**src/b64dec_pkg.sv**
```systemverilog
// shared types, constants and the character-to-sextet lookup of the base64 decoder
// depends on nothing; imported by the decoder top level and its checker
package b64dec_pkg;

	localparam logic [7:0] PAD_CHAR = 8'h3D;   // '='
	localparam int SEXTET_W = 6;
	localparam int GROUP_SEXTETS_W = 3 * SEXTET_W;
	localparam int RES_QUEUE_DEPTH = 6;        // room for a burst of three behind three queued
	localparam int RES_CNT_W = $clog2(RES_QUEUE_DEPTH + 1);
	localparam int RES_IDX_W = $clog2(RES_QUEUE_DEPTH);
	localparam logic STATUS_OK = 1'b0;
	localparam logic STATUS_BAD = 1'b1;

	typedef struct packed {
		logic [7:0] data;
		logic       last;
		logic       status;
	} result_t;

	typedef struct packed {
		logic                  bad;
		logic [SEXTET_W-1:0]   value;
	} sextet_t;

	// standard alphabet lookup, anything else is flagged bad with value 0
	function automatic sextet_t sextet_of(input logic [7:0] c);
		sextet_t s;
		s.bad = 1'b0;
		s.value = '0;
		case (c) inside
			[8'h41:8'h5A]: s.value = SEXTET_W'(c - 8'h41);
			[8'h61:8'h7A]: s.value = SEXTET_W'(c - 8'h61 + 8'd26);
			[8'h30:8'h39]: s.value = SEXTET_W'(c - 8'h30 + 8'd52);
			8'h2B:         s.value = SEXTET_W'(62);
			8'h2F:         s.value = SEXTET_W'(63);
			default:       s.bad = 1'b1;
		endcase
		return s;
	endfunction

endpackage

```
**src/base64_stream_decoder.sv**
```systemverilog
// streaming base64 decoder: input register, group decode logic and result queue
// depends on b64dec_pkg
//
// usage
//   input channel: one character per transfer (in_char, in_last marks the final
//   character of a message). output channel: one decoded byte per transfer with
//   out_last on the final result of the message and out_status 1 for an error result
//   (byte 0, always final). both channels use valid/stall; the receiver drives stall.
// path: a character is registered, then decoded against the group state, and its
//   bytes are written into the result queue at the end of the decode cycle; results
//   show from queue entry 0, the output register.
// throughput: one character per cycle while the queue has room. a full group writes
//   three results at once into a six-entry queue that drains one per cycle; the input
//   stalls only when the queue holds more than three results, so a steady stream never
//   stalls as long as the output is not stalled.
// reset: arst_n clears the group state, the input register and the queue; the next
//   character starts a new message.
// output stall: the queue fills, the decode stage holds its character, and the
//   input channel stalls until room for a whole group burst frees up.
module base64_stream_decoder
	import b64dec_pkg::*;
(
	input  logic       clk,
	input  logic       arst_n,
	input  logic       in_valid,
	output logic       in_stall,
	input  logic [7:0] in_char,
	input  logic       in_last,
	output logic       out_valid,
	input  logic       out_stall,
	output logic [7:0] out_byte,
	output logic       out_last,
	output logic       out_status
);

	// input register
	logic       valid_s1;
	logic [7:0] char_s1;
	logic       last_s1;

	// group state
	logic [GROUP_SEXTETS_W-1:0] sextets_q;
	logic [2:0]                 bad_q;
	logic                       pad3_q;
	logic [1:0]                 pos_q;
	logic                       err_q;

	// result queue, entry 0 is the output register
	result_t              queue_q [RES_QUEUE_DEPTH];
	logic [RES_CNT_W-1:0] count_q;

	// decode results
	sextet_t                    cur;
	logic [1:0]                 n_res;
	result_t                    res [3];
	logic [GROUP_SEXTETS_W-1:0] sextets_d;
	logic [2:0]                 bad_d;
	logic                       pad3_d;
	logic [1:0]                 pos_d;
	logic                       err_d;
	logic [5:0]                 v1, v2, v3, v4;
	logic [23:0]                bits;
	logic                       group_bad;

	logic                 push_ok;
	logic                 advance;
	logic                 in_xfer;
	logic                 pop;
	logic [RES_CNT_W-1:0] base;
	logic [RES_IDX_W-1:0] slot;
	result_t              queue_d [RES_QUEUE_DEPTH];

	// stage control
	assign push_ok  = count_q <= RES_CNT_W'(RES_QUEUE_DEPTH - 3);
	assign advance  = valid_s1 && push_ok;
	assign in_stall = valid_s1 && !push_ok;
	assign in_xfer  = in_valid && !in_stall;
	assign pop      = out_valid && !out_stall;

	always_ff @(posedge clk or negedge arst_n) begin
		if (!arst_n) begin
			valid_s1 <= 1'b0;
		end else if (in_xfer) begin
			valid_s1 <= 1'b1;
		end else if (advance) begin
			valid_s1 <= 1'b0;
		end
	end

	always_ff @(posedge clk) begin
		if (in_xfer) begin
			char_s1 <= in_char;
			last_s1 <= in_last;
		end
	end

	// group decode against the registered character
	always_comb begin
		cur = sextet_of(char_s1);
		v1 = sextets_q[17:12];
		v2 = sextets_q[11:6];
		v3 = sextets_q[5:0];
		v4 = cur.value;
		group_bad = 1'b0;
		n_res = 2'd0;
		for (int k = 0; k < 3; k++) begin
			res[k] = '{data: 8'h00, last: 1'b0, status: STATUS_OK};
		end
		sextets_d = sextets_q;
		bad_d = bad_q;
		pad3_d = pad3_q;
		pos_d = pos_q;
		err_d = err_q;

		if (err_q) begin
			// swallow the rest of a broken message, report at its end
			if (last_s1) begin
				group_bad = 1'b1;
			end
		end else if (pos_q != 2'd3) begin
			if (last_s1) begin
				group_bad = 1'b1;   // length not a multiple of four
			end else begin
				sextets_d = {sextets_q[11:0], cur.value};
				bad_d = bad_q | (3'(cur.bad) << pos_q);
				if (pos_q == 2'd2) begin
					pad3_d = (char_s1 == PAD_CHAR);
				end
				pos_d = pos_q + 2'd1;
			end
		end else if (!last_s1) begin
			if (bad_q != 3'b000 || cur.bad) begin
				err_d = 1'b1;
			end else begin
				n_res = 2'd3;
			end
		end else if (pad3_q) begin
			// '=' third: one byte, fourth character ignored
			if (bad_q[1:0] != 2'b00) begin
				group_bad = 1'b1;
			end else begin
				v3 = '0;
				v4 = '0;
				n_res = 2'd1;
			end
		end else if (char_s1 == PAD_CHAR) begin
			if (bad_q != 3'b000) begin
				group_bad = 1'b1;
			end else begin
				v4 = '0;
				n_res = 2'd2;
			end
		end else if (bad_q != 3'b000 || cur.bad) begin
			group_bad = 1'b1;
		end else begin
			n_res = 2'd3;
		end

		bits = {v1, v2, v3, v4};
		if (group_bad) begin
			n_res = 2'd1;
			res[0] = '{data: 8'h00, last: 1'b1, status: STATUS_BAD};
		end else begin
			res[0] = '{data: bits[23:16], last: last_s1 && n_res == 2'd1, status: STATUS_OK};
			res[1] = '{data: bits[15:8],  last: last_s1 && n_res == 2'd2, status: STATUS_OK};
			res[2] = '{data: bits[7:0],   last: last_s1,                  status: STATUS_OK};
		end

		// a completed group, an error or a message end restarts the group
		if (pos_q == 2'd3 || err_d != err_q || last_s1) begin
			sextets_d = '0;
			bad_d = '0;
			pad3_d = 1'b0;
			pos_d = 2'd0;
		end
		if (last_s1) begin
			err_d = 1'b0;
		end
	end

	always_ff @(posedge clk or negedge arst_n) begin
		if (!arst_n) begin
			sextets_q <= '0;
			bad_q <= '0;
			pad3_q <= 1'b0;
			pos_q <= 2'd0;
			err_q <= 1'b0;
		end else if (advance) begin
			sextets_q <= sextets_d;
			bad_q <= bad_d;
			pad3_q <= pad3_d;
			pos_q <= pos_d;
			err_q <= err_d;
		end
	end

	// result queue: shift out at entry 0, append behind the remaining entries
	assign base = count_q - RES_CNT_W'(pop);

	always_comb begin
		slot = '0;
		for (int i = 0; i < RES_QUEUE_DEPTH - 1; i++) begin
			queue_d[i] = pop ? queue_q[i+1] : queue_q[i];
		end
		queue_d[RES_QUEUE_DEPTH-1] = queue_q[RES_QUEUE_DEPTH-1];
		for (int k = 0; k < 3; k++) begin
			slot = RES_IDX_W'(base + RES_CNT_W'(k));
			if (advance && k < int'(n_res)) begin
				queue_d[slot] = res[k];
			end
		end
	end

	always_ff @(posedge clk) begin
		for (int i = 0; i < RES_QUEUE_DEPTH; i++) begin
			queue_q[i] <= queue_d[i];
		end
	end

	always_ff @(posedge clk or negedge arst_n) begin
		if (!arst_n) begin
			count_q <= '0;
		end else begin
			count_q <= base + (advance ? RES_CNT_W'(n_res) : RES_CNT_W'(0));
		end
	end

	assign out_valid  = count_q != '0;
	assign out_byte   = queue_q[0].data;
	assign out_last   = queue_q[0].last;
	assign out_status = queue_q[0].status;

endmodule

```
**config.mk**
```make
export PLATFORM = sky130hd
export DESIGN_NAME = base64_stream_decoder
export DESIGN_NICKNAME = d
export VERILOG_FILES = /design/src/b64dec_pkg.sv /design/src/base64_stream_decoder.sv
export SDC_FILE = /design/constraint.sdc
export NUM_CORES = 1
export LEC_CHECK = 0
export CORE_MARGIN = 3
export CORE_UTILIZATION = 40
export DETAILED_ROUTE_END_ITERATION = 7
export DONT_BUFFER_PORTS = 1
export SYNTH_ARGS = -nofsm -noshare
export SYNTH_HDL_FRONTEND = slang
export SYNTH_SLANG_ARGS = --single-unit
```
**constraint.sdc**
```tcl
create_clock -name clk -period 3.91 [get_ports clk]
set_clock_uncertainty 0.2 [all_clocks]
set_input_delay 0.1955 -clock clk [delete_from_list [all_inputs] [get_ports clk]]
set_output_delay 0.1955 -clock clk [all_outputs]
set_load 0.02 [all_outputs]
```
==> metrics <==
largest net degree at the start of global routing between 40 and 50; Max VDD drop 0.337 mV; startpoint types flop; r2r endpoint queue_q[5][5]$_DFF_P_; antenna violations before repair 0; CP Cell Sequence inv_1 -> ha_1 -> nor2b_1 -> o31a_2 -> a21oi_2 -> buf_4 -> o31ai_1 -> a22oi_1 -> nand2_1 -> a221oi_1; worst-path fanout max 9; # DRC 0; Clock Pin Slew Worst Setup and Hold Paths roughly 0.070 ns; worst rel slew slack 31.2%; Fin. Hold Viols 0; vias in the first global route just over 6,000; largest area contributor in the netlist dfxtp_1; Routed Antenna Nets 0; FP Rows 45; Tmin final approximately 3.7 ns; synth top area cells dfxtp_1, dfrtp_1, nor2_1, edfxtp_1, nand2_1; number of fill cells in the layout between 1,000 and 1,500; Mapped Nets 760; EDFF count, synth 9; outcome finished, final reports clean; Critical path buffers and inverters 2; clock share of power between 10% and 20%; Starting Density 41.3%; Root Driver clkbuf_16; Worst path max stage delay around 0.62 ns; grt ovf 0; Cell Area, Placed between 0.006 and 0.007 sq mm; Sw Pwr between 2 and 2.5 mW; crit path DAT about 3.7 ns; Max clock buf depth 2; Avg WL per Cell between 20 and 25 um; R2R Path Start char_s1[2]$_DFFE_PP_; Syn Std Cell Area ~0.0063 sq mm; DP HPWL around 15 mm; Total Power between 4 and 5 mW; Max Fclk 272 MHz; Sequential Power Share a little over a third; most frequent cells after synthesis nor2_1, nand2_1, dfxtp_1, o21ai_0, dfrtp_1; count of final setup violators 0; Worst setup EP type flop; Syn Inst Count 731; Pint approximately 2.7 mW; synth warn 0; share of the synthesized area in the top cell type between 10% and 20%; synthesized flop and latch total slightly below 100; Pleak 2.65 nW; die height between 100 and 150 um; PortBufs 0; worst-skew pair later-pin latency between 0.3 and 0.4 ns; worst slew pin tran around 1 ns; syn avg cell area a little under 9 sq um; count leader, synth nor2_1; clk sink count approximately 100; critical path type flop to flop; Unique masters post-synth slightly below 90; drt first pass iters 6; layout cells sized above 1 about 12%; Non-Filler Cell Area, Final ~0.007 sq mm; Synth async-reset ratio roughly 30%; post-CTS setup buffer count 0; Final period util a little over nine tenths; die area between 0.015 and 0.02 sq mm; setup_tns 0 ns; vias 6,001; antenna cells 0; Total Wirelength between 15 and 20 mm; Net Sw Frac between 40% and 50%; CP required around 4.0 ns; min-delay worst type primary input to asynchronous set/reset pin; flop-to-flop setup slack 0.24 ns; NumNets Final 764; Area growth syn-to-layout 11.2%; CTS buffer count 9; htree depth 3; reg2reg path depth 10; Avg Vias per Cell approximately 6.3; Max Cap Violations 0; Total GRT Usage roughly 23%; CTS tree done; Power Density a little over 700 mW/mm^2; Die Width about 130 um; RSZ-0062 raised after global routing false; core area around 0.015 sq mm; top cell family by delay on the critical path compound AO/OA/AOI/OAI gates; Comb power frac between 40% and 50%; first-pass GRT wire length around 32 mm; Detailed Route Iter0 Violations ~720; Top FF cell, synth dfxtp_1; register area share after synthesis approximately a third; Ports 25; Final Max Slew Viols 0; Final Wtd Congestion 0.951; slowest stage cell, crit path a22oi_1
[metrics by stage]
step | utilization [%] | setup slack, ns | hold slack, ns | cells
6_report | 45.9 | 0.238 | 0.0858 | 951
5_1_grt | 45.9 | 0.00958 | 0.0879 | 951
4_1_cts | 45.8 | 0.178 | 0.0786 | 951
3_5_place_dp | 43.1 | 0.192 | -0.299 | 923
3_3_place_gp | 43.1 | 0.278 | -0.299 | 923
2_1_floorplan | - | 0.00507 | -0.300 | 731
[cell type report]
class	instances	area, sq um	share of cell area, %
Clock buffer	10	239	3.40
Clock inverter	6	52.6	0.748
Inverter	23	88.8	1.26
Multi-Input combinational cell	568	3870	55.1
Sequential cell	98	2200	31.3
Tap cell	211	264	3.76
Timing Repair Buffer	35	315	4.49
[layer usage]
metal | share of wire [%] | wire length, um | track usage (%)
met1 | 43 | 8610 | 29.9
met2 | 47 | 9230 | 36.4
met3 | 7.0 | 1380 | 3.83
met4 | 3.1 | 624 | 10.4
met5 | 0 | 0 | 0
[layout by cell type (no fill, tap or decap), types with 10 or more instances in the layout]
cell type,synthesis,final
nor2_1,81,81
nand2_1,72,72
dfxtp_1,60,60
o21ai_0,36,36
dfrtp_1,29,29
mux2i_1,26,26
nand3_1,25,25
buf_4,5,22
nor3_1,21,21
a21oi_1,21,21
a22oi_1,21,21
inv_1,22,20
o22ai_1,17,17
a22o_1,15,15
a221oi_1,14,14
ha_1,15,14
o21ai_1,12,12
nand2b_1,11,11
dlygate4sd3_1,0,11
and2_1,10,10
[worst reg2reg max path, cell delays in order, from the launching register on]
cell and delay, ns:
edfxtp_1 0.47, inv_1 0.18, ha_1 0.34, nor2b_1 0.19, o31a_2 0.34, a21oi_2 0.39
buf_4 0.22, o31ai_1 0.08, a22oi_1 0.62, nand2_1 0.25, a221oi_1 0.29
[sequential cells by signal, indices dropped and copies added (netlist names)]
register,cells
count_q,3
char_s1,8
pad3_q,1
pos_q,2
sextets_q,18
queue_q,60
last_s1,1
valid_s1,1
bad_q,3
err_q,1
[cell families after synthesis]
family          after synthesis  share of synthesized area [%]
flops                        98                           34.8
compound gates              243                           30.3
simple gates                277                           21.9
fa+ha+maj                    16                           3.29
buf+inv                      65                           4.55
xor+xnor                      6                           1.05
mux                          26                           4.12
[timing repair]
| item | CTS | global route |
|---|---|---|
| hold buffers | 12 | 0 |
| endpoints found under the setup margin | 0 | 5 |
| resized for setup | 0 | 1 |
| hold endpoints to repair | 39 | 0 |
[power by group through the flow]
stage	combinational, mW	sequential (mW)	clock (mW)
after floorplan	1.76	1.67	0
after global placement	2.15	1.79	0
after detailed placement	2.19	1.80	0
after CTS	2.22	1.78	0.917
after global routing	2.47	1.84	0.953
final	2.25	1.79	0.906
[worst max path at each step]
stage                     slack [ns]            startpoint               endpoint  cells past startpoint
final                           0.24  char_s1[2]$_DFFE_PP_  queue_q[5][5]$_DFF_P_                     10
after global routing            0.01  char_s1[2]$_DFFE_PP_   count_q[2]$_DFF_PN0_                     12
after CTS                       0.18  char_s1[0]$_DFFE_PP_   count_q[1]$_DFF_PN0_                     11
after detailed placement        0.19  char_s1[2]$_DFFE_PP_   count_q[1]$_DFF_PN0_                     11
after global placement          0.28  char_s1[0]$_DFFE_PP_  queue_q[1][5]$_DFF_P_                      9
after floorplan                0.005  count_q[2]$_DFF_PN0_  queue_q[1][7]$_DFF_P_                     17
(Power assumes the default switching activity.)
